`src/rtl/core/gtpu_pkg.sv`:
```
// package: types, codes and result decode for the gif tag packet unpacker
package gtpu_pkg;

  // list and queue sizing
  localparam int MAX_LIST_ENTRIES = 16;
  localparam int LIST_IDX_W = (MAX_LIST_ENTRIES > 1) ? $clog2(MAX_LIST_ENTRIES) : 1;
  localparam int LIST_LEN_W = $clog2(MAX_LIST_ENTRIES + 1);
  localparam int QUEUE_DEPTH = 2;
  localparam int QUEUE_PTR_W = (QUEUE_DEPTH > 1) ? $clog2(QUEUE_DEPTH) : 1;
  localparam int QUEUE_CNT_W = $clog2(QUEUE_DEPTH + 1);
  localparam int LOOP_W = 15;

  // result kinds
  localparam logic [1:0] KIND_REG    = 2'd0;
  localparam logic [1:0] KIND_VERTEX = 2'd1;
  localparam logic [1:0] KIND_IMAGE  = 2'd2;
  localparam logic [1:0] KIND_ERROR  = 2'd3;

  // tag format codes
  localparam logic [1:0] FLG_PACKED    = 2'd0;
  localparam logic [1:0] FLG_REGLIST   = 2'd1;
  localparam logic [1:0] FLG_IMAGE     = 2'd2;
  localparam logic [1:0] FLG_IMAGE_ALT = 2'd3;

  // packed register descriptors
  localparam logic [3:0] DESC_PRIM  = 4'd0;
  localparam logic [3:0] DESC_RGBAQ = 4'd1;
  localparam logic [3:0] DESC_STQ   = 4'd2;
  localparam logic [3:0] DESC_UV    = 4'd3;
  localparam logic [3:0] DESC_XYZF2 = 4'd4;
  localparam logic [3:0] DESC_XYZ2  = 4'd5;
  localparam logic [3:0] DESC_AD    = 4'd14;
  localparam logic [3:0] DESC_NOP   = 4'd15;

  // register addresses
  localparam logic [7:0] REG_PRIM  = 8'h00;
  localparam logic [7:0] REG_RGBAQ = 8'h01;
  localparam logic [7:0] REG_ST    = 8'h02;
  localparam logic [7:0] REG_UV    = 8'h03;
  localparam logic [7:0] REG_XYZF2 = 8'h04;
  localparam logic [7:0] REG_XYZ2  = 8'h05;
  localparam logic [7:0] REG_FOG   = 8'h0A;
  localparam logic [7:0] REG_XYZF3 = 8'h0C;
  localparam logic [7:0] REG_XYZ3  = 8'h0D;
  localparam logic [7:0] REG_HWREG = 8'h54;

  localparam logic [63:0] FOG_MASK = 64'hff00_0000_0000_0000;

  typedef enum logic [1:0] {
    MODE_IDLE   = 2'd0,
    MODE_PACKED = 2'd1,
    MODE_IMAGE  = 2'd2
  } mode_e;

  typedef enum logic [1:0] {
    OP_TAG    = 2'd0,
    OP_PACKED = 2'd1,
    OP_IMAGE  = 2'd2
  } op_e;

  typedef struct packed {
    logic [63:0] qword_hi;
    logic [63:0] qword_lo;
  } in_t;

  typedef struct packed {
    logic [1:0]  kind;
    logic [7:0]  reg_addr;
    logic [63:0] payload;
    logic [1:0]  half_mask;
    logic        kick;
    logic        last;
  } out_t;

  // one classified quadword waiting for the back end
  typedef struct packed {
    op_e         op;
    logic [3:0]  desc;
    logic        pre;
    logic [1:0]  cnt;
    logic [63:0] lo;
    logic [63:0] hi;
  } cmd_t;

  // number of results for a packed descriptor
  function automatic logic [1:0] gtpu_count(logic [3:0] desc, logic [7:0] dest);
    logic [1:0] n;
    n = 2'd1;
    case (desc) inside
      DESC_PRIM, DESC_RGBAQ, DESC_UV: n = 2'd1;
      DESC_STQ, DESC_XYZ2:            n = 2'd2;
      DESC_XYZF2:                     n = 2'd3;
      DESC_AD: begin
        if (dest == REG_XYZF2 || dest == REG_XYZF3) begin
          n = 2'd3;
        end else if (dest == REG_XYZ2 || dest == REG_XYZ3 || dest == REG_HWREG) begin
          n = 2'd2;
        end else begin
          n = 2'd1;
        end
      end
      DESC_NOP: n = 2'd0;
      default: begin
        n = (desc == REG_XYZF3[3:0] || desc == REG_XYZ3[3:0]) ? 2'd2 : 2'd1;
      end
    endcase
    return n;
  endfunction

  // build one result item
  function automatic out_t gtpu_mk(logic [1:0] kind, logic [7:0] addr, logic [63:0] data,
                                   logic [1:0] mask, logic kick);
    out_t r;
    r.kind      = kind;
    r.reg_addr  = addr;
    r.payload   = data;
    r.half_mask = mask;
    r.kick      = kick;
    r.last      = 1'b0;
    return r;
  endfunction

  // result number step of a classified quadword
  function automatic out_t gtpu_result(cmd_t c, logic [1:0] step);
    out_t        r;
    logic [63:0] lo;
    logic [63:0] hi;
    logic [63:0] w_rgba;
    logic [63:0] w_uv;
    logic [63:0] w_xyzf;
    logic [63:0] w_xyz;
    logic [7:0]  dest;
    logic        kick;
    lo     = c.lo;
    hi     = c.hi;
    w_rgba = {32'b0, hi[39:32], hi[7:0], lo[39:32], lo[7:0]};
    w_uv   = {34'b0, lo[45:32], 2'b0, lo[13:0]};
    w_xyzf = {8'b0, hi[25:2], lo[47:32], lo[15:0]};
    w_xyz  = {hi[31:0], lo[47:32], lo[15:0]};
    dest   = hi[7:0];
    kick   = ~hi[47];
    r      = gtpu_mk(KIND_ERROR, 8'h00, 64'b0, 2'd0, 1'b0);
    case (c.op)
      OP_TAG: begin
        if (c.pre && step == 2'd0) begin
          r = gtpu_mk(KIND_REG, REG_PRIM, {53'b0, lo[57:47]}, 2'd3, 1'b0);
        end
      end
      OP_IMAGE: begin
        r = gtpu_mk(KIND_IMAGE, 8'h00, (step == 2'd0) ? lo : hi, 2'd0, 1'b0);
      end
      default: begin
        case (c.desc)
          DESC_PRIM:  r = gtpu_mk(KIND_REG, REG_PRIM, {53'b0, lo[10:0]}, 2'd3, 1'b0);
          DESC_RGBAQ: r = gtpu_mk(KIND_REG, REG_RGBAQ, w_rgba, 2'd1, 1'b0);
          DESC_STQ: begin
            if (step == 2'd0) r = gtpu_mk(KIND_REG, REG_ST, lo, 2'd3, 1'b0);
            else r = gtpu_mk(KIND_REG, REG_RGBAQ, {hi[31:0], 32'b0}, 2'd2, 1'b0);
          end
          DESC_UV: r = gtpu_mk(KIND_REG, REG_UV, w_uv, 2'd3, 1'b0);
          DESC_XYZF2: begin
            if (step == 2'd0) r = gtpu_mk(KIND_REG, REG_FOG, {hi[43:36], 56'b0}, 2'd3, 1'b0);
            else if (step == 2'd1) r = gtpu_mk(KIND_REG, REG_XYZF2, w_xyzf, 2'd3, 1'b0);
            else r = gtpu_mk(KIND_VERTEX, 8'h00, w_xyzf, 2'd0, kick);
          end
          DESC_XYZ2: begin
            if (step == 2'd0) r = gtpu_mk(KIND_REG, REG_XYZ2, w_xyz, 2'd3, 1'b0);
            else r = gtpu_mk(KIND_VERTEX, 8'h00, w_xyz, 2'd0, kick);
          end
          DESC_AD: begin
            if (step == 2'd0) begin
              r = gtpu_mk(KIND_REG, dest, lo, 2'd3, 1'b0);
            end else if (dest == REG_XYZF2 || dest == REG_XYZF3) begin
              // a+d xyzf: fog write, then vertex of bits 55..0
              if (step == 2'd1) r = gtpu_mk(KIND_REG, REG_FOG, lo & FOG_MASK, 2'd3, 1'b0);
              else r = gtpu_mk(KIND_VERTEX, 8'h00, lo & ~FOG_MASK, 2'd0,
                               dest == REG_XYZF2);
            end else if (dest == REG_XYZ2 || dest == REG_XYZ3) begin
              r = gtpu_mk(KIND_VERTEX, 8'h00, lo, 2'd0, dest == REG_XYZ2);
            end else begin
              r = gtpu_mk(KIND_IMAGE, 8'h00, lo, 2'd0, 1'b0);
            end
          end
          default: begin
            if (step == 2'd0) r = gtpu_mk(KIND_REG, {4'b0, c.desc}, lo, 2'd3, 1'b0);
            else r = gtpu_mk(KIND_VERTEX, 8'h00, lo, 2'd0, 1'b0);
          end
        endcase
      end
    endcase
    r.last = (step == c.cnt - 2'd1);
    return r;
  endfunction

endpackage

```
`src/rtl/core/gtpu_front.sv`:
```
// front end: tag decode, packed/image mode tracking and quadword classification
module gtpu_front (
  input  logic            clk_i,
  input  logic            rst_ni,
  input  logic            in_valid_i,
  output logic            in_stall_o,
  input  gtpu_pkg::in_t   in_data_i,
  input  logic            q_full_i,
  output logic            push_o,
  output gtpu_pkg::cmd_t  push_data_o
);

  gtpu_pkg::mode_e                    mode_q, mode_d;
  logic [gtpu_pkg::LOOP_W-1:0]        loops_q, loops_d;
  logic [gtpu_pkg::LIST_IDX_W-1:0]    idx_q, idx_d;
  logic [gtpu_pkg::LIST_LEN_W-1:0]    len_q, len_d;
  logic [63:0]                        list_q, list_d;

  logic                               accept;
  logic [63:0]                        lo;
  logic [63:0]                        hi;
  logic [gtpu_pkg::LOOP_W-1:0]        nloop;
  logic [gtpu_pkg::LOOP_W-1:0]        loops_dec;
  logic [1:0]                         flg;
  logic                               image_fmt;
  logic                               pre;
  logic                               err;
  logic [4:0]                         nregs;
  logic [gtpu_pkg::LIST_LEN_W-1:0]    idx_inc;
  gtpu_pkg::cmd_t                     cmd;

  assign in_stall_o = q_full_i;
  assign accept     = in_valid_i & ~q_full_i;
  assign lo         = in_data_i.qword_lo;
  assign hi         = in_data_i.qword_hi;
  assign nloop      = lo[gtpu_pkg::LOOP_W-1:0];
  assign loops_dec  = loops_q - gtpu_pkg::LOOP_W'(1);
  assign flg        = lo[59:58];
  assign image_fmt  = (flg == gtpu_pkg::FLG_IMAGE) || (flg == gtpu_pkg::FLG_IMAGE_ALT);
  assign pre        = ~image_fmt & lo[46];
  assign err        = (nloop != '0) && (flg == gtpu_pkg::FLG_REGLIST);
  assign idx_inc    = gtpu_pkg::LIST_LEN_W'(idx_q) + gtpu_pkg::LIST_LEN_W'(1);

  // register count: zero or oversized means the full list
  always_comb begin
    nregs = {1'b0, lo[63:60]};
    if (nregs == 5'd0 || nregs > 5'(gtpu_pkg::MAX_LIST_ENTRIES)) begin
      nregs = 5'(gtpu_pkg::MAX_LIST_ENTRIES);
    end
  end

  // mode state machine and classification
  always_comb begin
    mode_d   = mode_q;
    loops_d  = loops_q;
    idx_d    = idx_q;
    len_d    = len_q;
    list_d   = list_q;
    cmd      = '0;
    cmd.lo   = lo;
    cmd.hi   = hi;
    unique case (mode_q)
      gtpu_pkg::MODE_PACKED: begin
        cmd.op   = gtpu_pkg::OP_PACKED;
        cmd.desc = list_q[4*idx_q +: 4];
        cmd.cnt  = gtpu_pkg::gtpu_count(cmd.desc, hi[7:0]);
        if (accept) begin
          idx_d = gtpu_pkg::LIST_IDX_W'(idx_inc);
          if (idx_inc >= len_q) begin
            idx_d   = '0;
            loops_d = loops_dec;
            if (loops_dec == '0) begin
              mode_d = gtpu_pkg::MODE_IDLE;
            end
          end
        end
      end
      gtpu_pkg::MODE_IMAGE: begin
        cmd.op  = gtpu_pkg::OP_IMAGE;
        cmd.cnt = 2'd2;
        if (accept) begin
          loops_d = loops_dec;
          if (loops_dec == '0) begin
            mode_d = gtpu_pkg::MODE_IDLE;
          end
        end
      end
      gtpu_pkg::MODE_IDLE: begin
        cmd.op  = gtpu_pkg::OP_TAG;
        cmd.pre = pre;
        cmd.cnt = {1'b0, pre} + {1'b0, err};
        if (accept && nloop != '0) begin
          if (flg == gtpu_pkg::FLG_PACKED) begin
            mode_d  = gtpu_pkg::MODE_PACKED;
            loops_d = nloop;
            idx_d   = '0;
            len_d   = gtpu_pkg::LIST_LEN_W'(nregs);
            list_d  = hi;
          end else if (image_fmt) begin
            mode_d  = gtpu_pkg::MODE_IMAGE;
            loops_d = nloop;
          end
        end
      end
      default: begin
        mode_d = gtpu_pkg::MODE_IDLE;
      end
    endcase
  end

  assign push_o      = accept && (cmd.cnt != 2'd0);
  assign push_data_o = cmd;

  // state registers
  always_ff @(posedge clk_i or negedge rst_ni) begin
    if (!rst_ni) begin
      mode_q  <= gtpu_pkg::MODE_IDLE;
      loops_q <= '0;
      idx_q   <= '0;
      len_q   <= '0;
      list_q  <= '0;
    end else begin
      mode_q  <= mode_d;
      loops_q <= loops_d;
      idx_q   <= idx_d;
      len_q   <= len_d;
      list_q  <= list_d;
    end
  end

endmodule

```
`src/rtl/core/gtpu_queue.sv`:
```
// short command queue between front and back end
module gtpu_queue (
  input  logic            clk_i,
  input  logic            rst_ni,
  input  logic            push_i,
  input  gtpu_pkg::cmd_t  push_data_i,
  output logic            full_o,
  input  logic            pop_i,
  output logic            head_valid_o,
  output gtpu_pkg::cmd_t  head_data_o
);

  gtpu_pkg::cmd_t                    mem_q [gtpu_pkg::QUEUE_DEPTH];
  logic [gtpu_pkg::QUEUE_PTR_W-1:0]  wr_ptr_q;
  logic [gtpu_pkg::QUEUE_PTR_W-1:0]  rd_ptr_q;
  logic [gtpu_pkg::QUEUE_CNT_W-1:0]  cnt_q;

  localparam logic [gtpu_pkg::QUEUE_PTR_W-1:0] PtrLast =
    gtpu_pkg::QUEUE_PTR_W'(gtpu_pkg::QUEUE_DEPTH - 1);

  assign full_o       = (cnt_q == gtpu_pkg::QUEUE_CNT_W'(gtpu_pkg::QUEUE_DEPTH));
  assign head_valid_o = (cnt_q != '0);
  assign head_data_o  = mem_q[rd_ptr_q];

  // entry storage
  always_ff @(posedge clk_i) begin
    if (push_i) begin
      mem_q[wr_ptr_q] <= push_data_i;
    end
  end

  // pointers and fill count
  always_ff @(posedge clk_i or negedge rst_ni) begin
    if (!rst_ni) begin
      wr_ptr_q <= '0;
      rd_ptr_q <= '0;
      cnt_q    <= '0;
    end else begin
      if (push_i) begin
        wr_ptr_q <= (wr_ptr_q == PtrLast) ? '0 : wr_ptr_q + gtpu_pkg::QUEUE_PTR_W'(1);
      end
      if (pop_i) begin
        rd_ptr_q <= (rd_ptr_q == PtrLast) ? '0 : rd_ptr_q + gtpu_pkg::QUEUE_PTR_W'(1);
      end
      if (push_i && !pop_i) begin
        cnt_q <= cnt_q + gtpu_pkg::QUEUE_CNT_W'(1);
      end else if (!push_i && pop_i) begin
        cnt_q <= cnt_q - gtpu_pkg::QUEUE_CNT_W'(1);
      end
    end
  end

endmodule

```
`src/rtl/core/gtpu_back.sv`:
```
// back end: steps through the results of each command into the output register
module gtpu_back (
  input  logic            clk_i,
  input  logic            rst_ni,
  input  logic            head_valid_i,
  input  gtpu_pkg::cmd_t  head_data_i,
  output logic            pop_o,
  output logic            out_valid_o,
  input  logic            out_stall_i,
  output gtpu_pkg::out_t  out_data_o
);

  logic [1:0]      step_q;
  logic            out_valid_q;
  gtpu_pkg::out_t  out_q;
  gtpu_pkg::out_t  res;
  logic            load;

  assign res         = gtpu_pkg::gtpu_result(head_data_i, step_q);
  assign load        = head_valid_i && (!out_valid_q || !out_stall_i);
  assign pop_o       = load && res.last;
  assign out_valid_o = out_valid_q;
  assign out_data_o  = out_q;

  // output payload
  always_ff @(posedge clk_i) begin
    if (load) begin
      out_q <= res;
    end
  end

  // step counter and output valid
  always_ff @(posedge clk_i or negedge rst_ni) begin
    if (!rst_ni) begin
      step_q      <= '0;
      out_valid_q <= 1'b0;
    end else begin
      if (load) begin
        step_q <= res.last ? 2'd0 : step_q + 2'd1;
      end
      if (load) begin
        out_valid_q <= 1'b1;
      end else if (!out_stall_i) begin
        out_valid_q <= 1'b0;
      end
    end
  end

endmodule

```
`src/rtl/core/gif_tag_packet_unpacker.sv`:
```
// top level: gif tag packet unpacker, front end, command queue and back end
// a quadword's command is written to the queue, then its first result to the output register
// throughput: while out_stall_i is low, one quadword per cycle when each gives at most
//   one result; otherwise one result per cycle, and a quadword gives up to 3 results
// the result port and its single output register set that rate; a queue of two
//   commands lets the front keep taking quadwords while results drain
// reset clears the mode (idle, awaiting a tag), the queue and the output valid

module gif_tag_packet_unpacker (
  input  logic            clk_i,
  input  logic            rst_ni,
  input  logic            in_valid_i,
  output logic            in_stall_o,
  input  gtpu_pkg::in_t   in_data_i,
  output logic            out_valid_o,
  input  logic            out_stall_i,
  output gtpu_pkg::out_t  out_data_o
);

  logic            q_full;
  logic            push;
  gtpu_pkg::cmd_t  push_data;
  logic            pop;
  logic            head_valid;
  gtpu_pkg::cmd_t  head_data;

  // tag decode and classification
  gtpu_front u_front (
    .clk_i       (clk_i),
    .rst_ni      (rst_ni),
    .in_valid_i  (in_valid_i),
    .in_stall_o  (in_stall_o),
    .in_data_i   (in_data_i),
    .q_full_i    (q_full),
    .push_o      (push),
    .push_data_o (push_data)
  );

  // decoupling queue
  gtpu_queue u_queue (
    .clk_i        (clk_i),
    .rst_ni       (rst_ni),
    .push_i       (push),
    .push_data_i  (push_data),
    .full_o       (q_full),
    .pop_i        (pop),
    .head_valid_o (head_valid),
    .head_data_o  (head_data)
  );

  // result sequencing
  gtpu_back u_back (
    .clk_i        (clk_i),
    .rst_ni       (rst_ni),
    .head_valid_i (head_valid),
    .head_data_i  (head_data),
    .pop_o        (pop),
    .out_valid_o  (out_valid_o),
    .out_stall_i  (out_stall_i),
    .out_data_o   (out_data_o)
  );

  // a reglist error is always the final result of its tag
  assert property (@(posedge clk_i) disable iff (!rst_ni)
    out_valid_o && out_data_o.kind == gtpu_pkg::KIND_ERROR |-> out_data_o.last)
    else $error("reglist error not marked last");

  // register writes carry a half mask, other kinds none
  assert property (@(posedge clk_i) disable iff (!rst_ni)
    out_valid_o |-> ((out_data_o.kind == gtpu_pkg::KIND_REG) == (out_data_o.half_mask != 2'd0)))
    else $error("half mask does not match result kind");

  // the queue never takes a command while full
  assert property (@(posedge clk_i) disable iff (!rst_ni)
    q_full |-> !push)
    else $error("push into full command queue");

  // the back end only pops a command it holds
  assert property (@(posedge clk_i) disable iff (!rst_ni)
    pop |-> head_valid && !(out_valid_o && out_stall_i))
    else $error("pop without transfer into output register");

endmodule
```
`config.mk`:
```
export PLATFORM = sky130hd
export DESIGN_NAME = gif_tag_packet_unpacker
export DESIGN_NICKNAME = d
export VERILOG_FILES = /design/src/rtl/core/gtpu_pkg.sv /design/src/rtl/core/gtpu_front.sv /design/src/rtl/core/gtpu_queue.sv /design/src/rtl/core/gtpu_back.sv /design/src/rtl/core/gif_tag_packet_unpacker.sv
export SDC_FILE = /design/constraint.sdc
export NUM_CORES = 1
export LEC_CHECK = 0
export ABC_CLOCK_PERIOD_IN_PS = 24500
export BUFFER_PORTS_ARGS = -buffer_cell sky130_fd_sc_hd__buf_2
export CAP_MARGIN = 40
export CORE_ASPECT_RATIO = 0.5
export CORE_UTILIZATION = 60
export CTS_BUF_LIST = sky130_fd_sc_hd__clkbuf_4
export DETAILED_ROUTE_END_ITERATION = 8
export GPL_TIMING_DRIVEN = 0
export PLACE_DENSITY_LB_ADDON = 0.3
export SETUP_SLACK_MARGIN = 0.2
export SLEW_MARGIN = 20
export SYNTH_ARGS = -nofsm -noshare
export SYNTH_HDL_FRONTEND = slang
export SYNTH_HIERARCHICAL = 1
export SYNTH_SLANG_ARGS = --single-unit
```
`constraint.sdc`:
```
create_clock -name clk_i -period 24.5 [get_ports clk_i]
set_clock_uncertainty 0.2 [all_clocks]
set_input_delay 1.225 -clock clk_i [delete_from_list [all_inputs] [get_ports clk_i]]
set_output_delay 1.225 -clock clk_i [all_outputs]
set_load 0.005 [all_outputs]
```
* Word-level counts from Yosys, hierarchy flattened
Memories as Yosys holds them, arrays and structs flattened.
Index checks and enable logic that the tools add are counted.
** Word-level totals
- Word-level logic and storage cells :: 170
- RAM bits :: 274
- Output and inout bits :: 80
- Input port bits :: 132
- Register bits after elaboration :: 175
- Memories :: 1
** Operators by class
- Multiplexer cells :: 55
- Bitwise operators :: 5
- Equal/unequal tests :: 40
- Magnitude comparators :: 2
- Add/subtract/negate cells :: 9
- Shift-type cells :: 1
- Reductions and logical operators :: 41
** Memory list
- u_queue.mem_q :: words 2, width 137, rd ports 1, clocked after memory_dff 0, write ports 1, RTL line gtpu_queue.sv:13 : gtpu_pkg::cmd_t mem_q [gtpu_pkg::QUEUE_DEPTH];
** Operators with widths (number)
- 78-bit one-hot mux with 7 select lines :: 1
- 78-bit 2-to-1 mux :: 5
- 77-bit 2-to-1 mux :: 4
- 78-bit one-hot mux with 2 select lines :: 1
- 15-bit 2-to-1 mux :: 6
- 70-bit 2-to-1 mux :: 1
- 64-bit 2-to-1 mux :: 1
- 64-bit by 7-bit indexed part select with 4-bit output :: 1
- 15-bit one-hot mux with 3 select lines :: 1
- 2-bit 2-to-1 mux :: 18
- 8-bit by 3-bit equality test with 1-bit output (second input constant) :: 4
- 8-bit by 4-bit equality test with 1-bit output (second input constant) :: 4
- 4-bit equality test (second input constant) :: 5
- 4-bit 2-to-1 mux :: 5
- 4-bit by 2-bit equality test with 1-bit output (second input constant) :: 4
- 4-bit by 3-bit equality test with 1-bit output (second input constant) :: 4
- 15-bit zero test :: 1
- 15-bit nonzero test :: 1
- 15-bit by 1-bit subtractor with 15-bit output (second input constant) :: 1
- 4-bit zero test :: 3
- 2-bit by 1-bit inequality test with 1-bit output (second input constant) :: 6
- 2-bit one-hot mux with 3 select lines :: 2
- 2-bit equality test (second input constant) :: 5
- 1-bit logical OR :: 9
- 29 further kinds :: 60

* Longest topological paths before layout
- Depth in word-level cells :: 16
- Depth in mapped cells :: 14
- Mapped depth without buffers :: 12

* Hierarchy
The synthesis kept the hierarchy.
** Modules (own cells, without submodules)
- gtpu_queue :: instances 1, area each 10122.2 um^2, cells an instance 442, seq. area each 8328.0 um^2
- gtpu_front :: instances 1, area each 5945.7 um^2, cells an instance 550, seq. area each 2252.2 um^2
- gtpu_back :: instances 1, area each 5330.1 um^2, cells an instance 500, seq. area each 2417.3 um^2

* Least setup slack after synthesis
OpenSTA, ideal clock, no wires.
- Path kind :: in2reg
- Start point :: input port in_data_i[6] in the netlist's numbering
- End point :: memory u_queue/mem_q[0][0] in the netlist's numbering, enable pin
- Data required time :: 23649 ps
- Data arrival time :: 8619 ps
- Setup time :: 651 ps
- Stages on the path :: 7
- Setup slack :: 15030 ps
- Cell sequence :: nor4_1 > and4_1 > nor2b_1 > ha_1 > a22oi_1 > a211oi_1 > nor2b_1
** On the way
- Cells in the longest elaborated chain, start to end :: 8
** Ends and longest elaborated chain
- start, declared :: RTL line gif_tag_packet_unpacker.sv:14 : input gtpu_pkg::in_t in_data_i,
- 15-bit nonzero test :: RTL line gtpu_front.sv:41 : assign err = (nloop != '0) && (flg == gtpu_pkg::FLG_REGLIST);
- 1-bit logical AND :: RTL line gtpu_front.sv:41
- 1-bit by 1-bit adder with 2-bit output :: RTL line gtpu_front.sv:91 : cmd.cnt = {1'b0, pre} + {1'b0, err};
- 2-bit one-hot mux with 3 select lines :: RTL line gtpu_front.sv:62 : unique case (mode_q)
- 2-bit nonzero test :: RTL line gtpu_front.sv:111 : assign push_o = accept && (cmd.cnt != 2'd0);
- 1-bit logical AND :: RTL line gtpu_front.sv:111
- net push :: RTL line gif_tag_packet_unpacker.sv:21 : logic push;
- 1-bit 2-to-1 mux :: RTL line gtpu_queue.sv:27 : if (push_i) begin
- 1-bit 2-to-1 mux (implied by the code) :: RTL line gtpu_queue.sv:28 : mem_q[wr_ptr_q] <= push_data_i;
- end, declared :: RTL line gtpu_queue.sv:13
The timed path passes the listed nets, and every way through them passes these cells.

* Worst setup path in the final report
- Start point :: register u_front/idx_q[1] in the netlist's numbering
- End point :: memory u_queue/mem_q[0][84] in the netlist's numbering, enable pin
** On the way
- Cells in the longest elaborated chain, start to end :: 14
- Elaborated cells between the ends (all ways) :: 25
- Those cells by class :: eq/ne (9); shift (1); mux (9); reduce/logical (6)
** Ends and longest elaborated chain
- start, declared :: RTL line gtpu_front.sv:15 : logic [gtpu_pkg::LIST_IDX_W-1:0] idx_q, idx_d;
- start signal, assigned :: RTL line gtpu_front.sv:125 : idx_q <= idx_d;
- 64-bit by 7-bit indexed part select with 4-bit output * :: RTL line gtpu_front.sv:65 : cmd.desc = list_q[4*idx_q +: 4];
- 4-bit equality test :: RTL line gtpu_pkg.sv:104 : n = (desc == REG_XYZF3[3:0] || desc == REG_XYZ3[3:0]) ? 2'd2 : 2'd1;
- 1-bit logical OR :: RTL line gtpu_pkg.sv:104
- 2-bit 2-to-1 mux :: RTL line gtpu_pkg.sv:104
- 2-bit 2-to-1 mux (4 in a row) :: RTL line gtpu_pkg.sv:89 : case (desc) inside
- 2-bit 2-to-1 mux * :: RTL line gtpu_pkg.sv:89
- 2-bit one-hot mux with 3 select lines * :: RTL line gtpu_front.sv:62
- 2-bit nonzero test * :: RTL line gtpu_front.sv:111
- 1-bit logical AND * :: RTL line gtpu_front.sv:111
- net push :: RTL line gif_tag_packet_unpacker.sv:21
- 1-bit 2-to-1 mux * :: RTL line gtpu_queue.sv:27
- 1-bit 2-to-1 mux (implied by the code) * :: RTL line gtpu_queue.sv:28
The timed path passes the listed nets; every way through them passes the cells marked *.

==> metrics.txt <==
outcome completed; full die area 0.03647 mm2; Post-synth EDFFs 352; clock latency at the later pin of the worst-skew pair 0.83 ns; crit path launch type flop; fin crit period 5.262 ns; max_cap viols 0; fin crit share 0.2148; clk sinks 449; Syn Nets 1641; CP Data Required Time 24.79 ns; DP HPWL 47510 um; first-pass GRT wire length 90980 um; Port Buffer Count 169; unique cell type count in the Yosys netlist 67; grt total ovfl 0; Worst-path clk slew 0.08 ns; TritonCTS clock tree built; Setup Viol. Count Final 0; crit end category flop; achievable frequency 190.0 MHz; layout cells sized above 1 0.4122; initial antenna violation count 3; Synthesis Warnings 6; sequential-to-total area share from yosys stat 0.6074; Async SR Flop Fraction 0.2160; Chip Height 135.5 um; clock tree buffer depth 3; number of CTS-inserted buffers 98; setup TNS 0 ns; 1st-iter DRT viols 2047; IO Count 212; RSZ-0062 raised after global routing false; post-synthesis cell count 1492; final slew viol count 0; TritonRoute pass-1 iters 9; routed wire length 63700 um; GPL Wtd Cong 0.9598; # rows 48; r2r worst-path depth 15; Die X 269.1 um; P_leak 9.454 nW; nets 1921; Avg Inst Size Synth 14.34 um2; Root Buffer Master clkbuf_4; Initial Util 0.6154; Via density 6.208; Final ANT Viol Nets 0; Slew @ Worst Pin 0.8723 ns; # hold bufs at CTS 0; Hold/Removal Path Class primary input to async pin; DRC Markers 0; CP arrival 5.55 ns; relative slew slack 0.4136; Max VDD drop 0.00007403 V; via count 14450; largest cells by area after synthesis edfxtp_1 49%, mux2_2 12%, dfrtp_1 11%; Post-synth top flop edfxtp_1; cell taking the most area after synthesis edfxtp_1; setup bufs post-CTS 0; Tot GR Track Use 0.3528; vias in the first global route 14310; mapped cell area 0.02140 mm2; Power Dens Cells 133.7 mW/mm2; WS Path Type flop to flop; Core Box Area 0.03477 mm2; FF+latch count, synth 449; largest net degree at the start of global routing 62; Synth top area share 0.4940; Area growth syn-to-layout 14.30%; Final Hold Viols 0; wire per inst 27.37 um; crit path max fanout 28; hold_ws 0.09297 ns; Resize count post-CTS 0; H-tree depth 3
where the power goes:
group | switching, W | internal, W | total, W
Clock | 0.000298 | 0.000310 | 0.000608
Sequential | 0.0000960 | 0.00113 | 0.00123
Combinational | 0.000863 | 0.000571 | 0.00143
Total | 0.00126 | 0.00201 | 0.00327
routing by layer:
layer	share of wire	global-route usage
met5	0.00020	0
met2	0.43	0.4961
met3	0.13	0.1367
met1	0.43	0.5092
met4	0.018	0.09848
worst paths after layout:
check / from / end / slack [ns]
min in group clk_i: u_queue/cnt_q[1]$_DFFE_PN0P_ / u_queue/cnt_q[1]$_DFFE_PN0P_ / 0.29
max in group asynchronous: rst_ni / u_front/list_q[1]$_DFFE_PN0P_ / 23.36
setup reg to reg: u_front/idx_q[1]$_DFFE_PN0P_ / u_queue/mem_q[0][84]$_DFFE_PP_ / 19.24
setup / recovery: u_front/idx_q[1]$_DFFE_PN0P_ / u_queue/mem_q[0][84]$_DFFE_PP_ / 19.24
hold reg to reg: u_queue/cnt_q[1]$_DFFE_PN0P_ / u_queue/cnt_q[1]$_DFFE_PN0P_ / 0.29
hold / removal: rst_ni / u_front/list_q[54]$_DFFE_PN0P_ / 0.09
worst max-delay path: stages, from the launching register on:
cell,delay (ns)
dfrtp_1,0.35
clkbuf_1,0.49
clkinv_1,0.44
mux2i_1,0.21
mux2i_1,0.39
and3_1,0.29
mux2i_1,0.10
o21ai_1,0.17
nand2_1,0.10
a211oi_1,0.56
nor2b_4,0.57
buf_16,0.22
buf_16,0.17
buf_12,0.20
buf_16,0.19
buf_12,0.21
flip-flops by register name (all words and copies together), names as in the netlist:
signal / cells
u_queue/rd_ptr_q: 1
u_queue/mem_q: 274
u_front/mode_q: 2
u_queue/wr_ptr_q: 1
u_front/loops_q: 15
u_front/list_q: 64
u_queue/cnt_q: 2
u_back/out_valid_o: 1
u_front/idx_q: 4
u_front/len_q: 5
u_back/step_q: 2
u_back/out_data_o: 78
synthesized netlist by cell type, types with 6 or more instances:
cell	number
nand2_1	71
nor4_1	7
a22oi_1	16
a22o_1	58
buf_4	131
and3_1	6
a221o_1	30
buf_1	14
clkbuf_1	50
ha_1	17
nand2b_1	14
or4_1	7
o2bb2ai_1	8
nand3b_1	6
nor2_1	35
inv_1	17
xor2_1	7
a21oi_1	15
mux2i_1	30
and2_1	14
nand3_1	36
edfxtp_1	352
a222oi_1	24
dfrtp_1	97
o22ai_1	12
o211ai_1	8
or3_1	7
buf_2	6
o21ai_0	29
mux2_2	230
buf_6	16
mux4_2	16
nor3_1	12
nor2b_1	22
cell families (layout without fill, tap and decap cells):
logic type / Yosys count / after routing / synth area share
other: 0 / 1 / 0
muxes: 276 / 276 / 0.1519
buffers and inverters: 235 / 594 / 0.07017
AOI/OAI and AO/OA: 240 / 240 / 0.08911
and+or+nand+nor: 264 / 264 / 0.06695
xor gates and xnor gates: 11 / 11 / 0.004502
DFF: 449 / 449 / 0.6074
adders and majority gates: 17 / 17 / 0.009940
cell type report:
class | instances | area (um2)
inverters | 18 | 67.56
repair buffers | 180 | 1109
clock buffers | 155 | 1164
multi-input cells | 808 | 6915
plain buffers | 217 | 1438
well taps | 475 | 594.3
flip-flops and latches | 449 | 13000
diodes | 1 | 2.502
clock inverters | 24 | 170.2
fillers | 2411 | 10320
cells in the final DEF (no fill, tap or decap), types with 6 or more instances in the layout:
cell type / synthesis / layout
buf_16: 0 / 6
ha_1: 17 / 17
inv_1: 17 / 17
and3_1: 6 / 6
buf_4: 131 / 131
or4_1: 7 / 7
o211ai_1: 8 / 8
mux2i_1: 30 / 30
clkinv_1: 1 / 15
nor4_1: 7 / 6
o21ai_0: 29 / 29
buf_1: 14 / 14
mux2_2: 230 / 230
edfxtp_1: 352 / 352
nor2b_1: 22 / 21
xor2_1: 7 / 7
a21oi_1: 15 / 15
nand2_1: 71 / 71
or3_1: 7 / 7
dfrtp_1: 97 / 97
and2_1: 14 / 13
o22ai_1: 12 / 12
clkbuf_1: 50 / 49
a222oi_1: 24 / 24
buf_6: 16 / 18
nand2b_1: 14 / 14
nand3b_1: 6 / 6
a221o_1: 30 / 30
a22o_1: 58 / 58
o2bb2ai_1: 8 / 8
mux4_2: 16 / 16
a22oi_1: 16 / 16
clkbuf_4: 0 / 156
nand3_1: 36 / 36
nor3_1: 12 / 12
nor2_1: 35 / 35
buf_2: 6 / 174
through the flow:
stage,area (um2),worst slack (ns),utilization,total power [W],std cells
after floorplan,21400,15.03,-,0.002115,1492
after detailed placement,23110,19.37,0.6646,0.002628,2146
final,24460,19.24,0.7033,0.003271,2327
after CTS,24440,19.31,0.7029,0.003239,2325
after global placement,22840,11.44,0.6568,0.002599,2136
after global routing,24460,18.96,0.7033,0.003404,2327
Note: power is estimated with default switching activity, not from simulation.
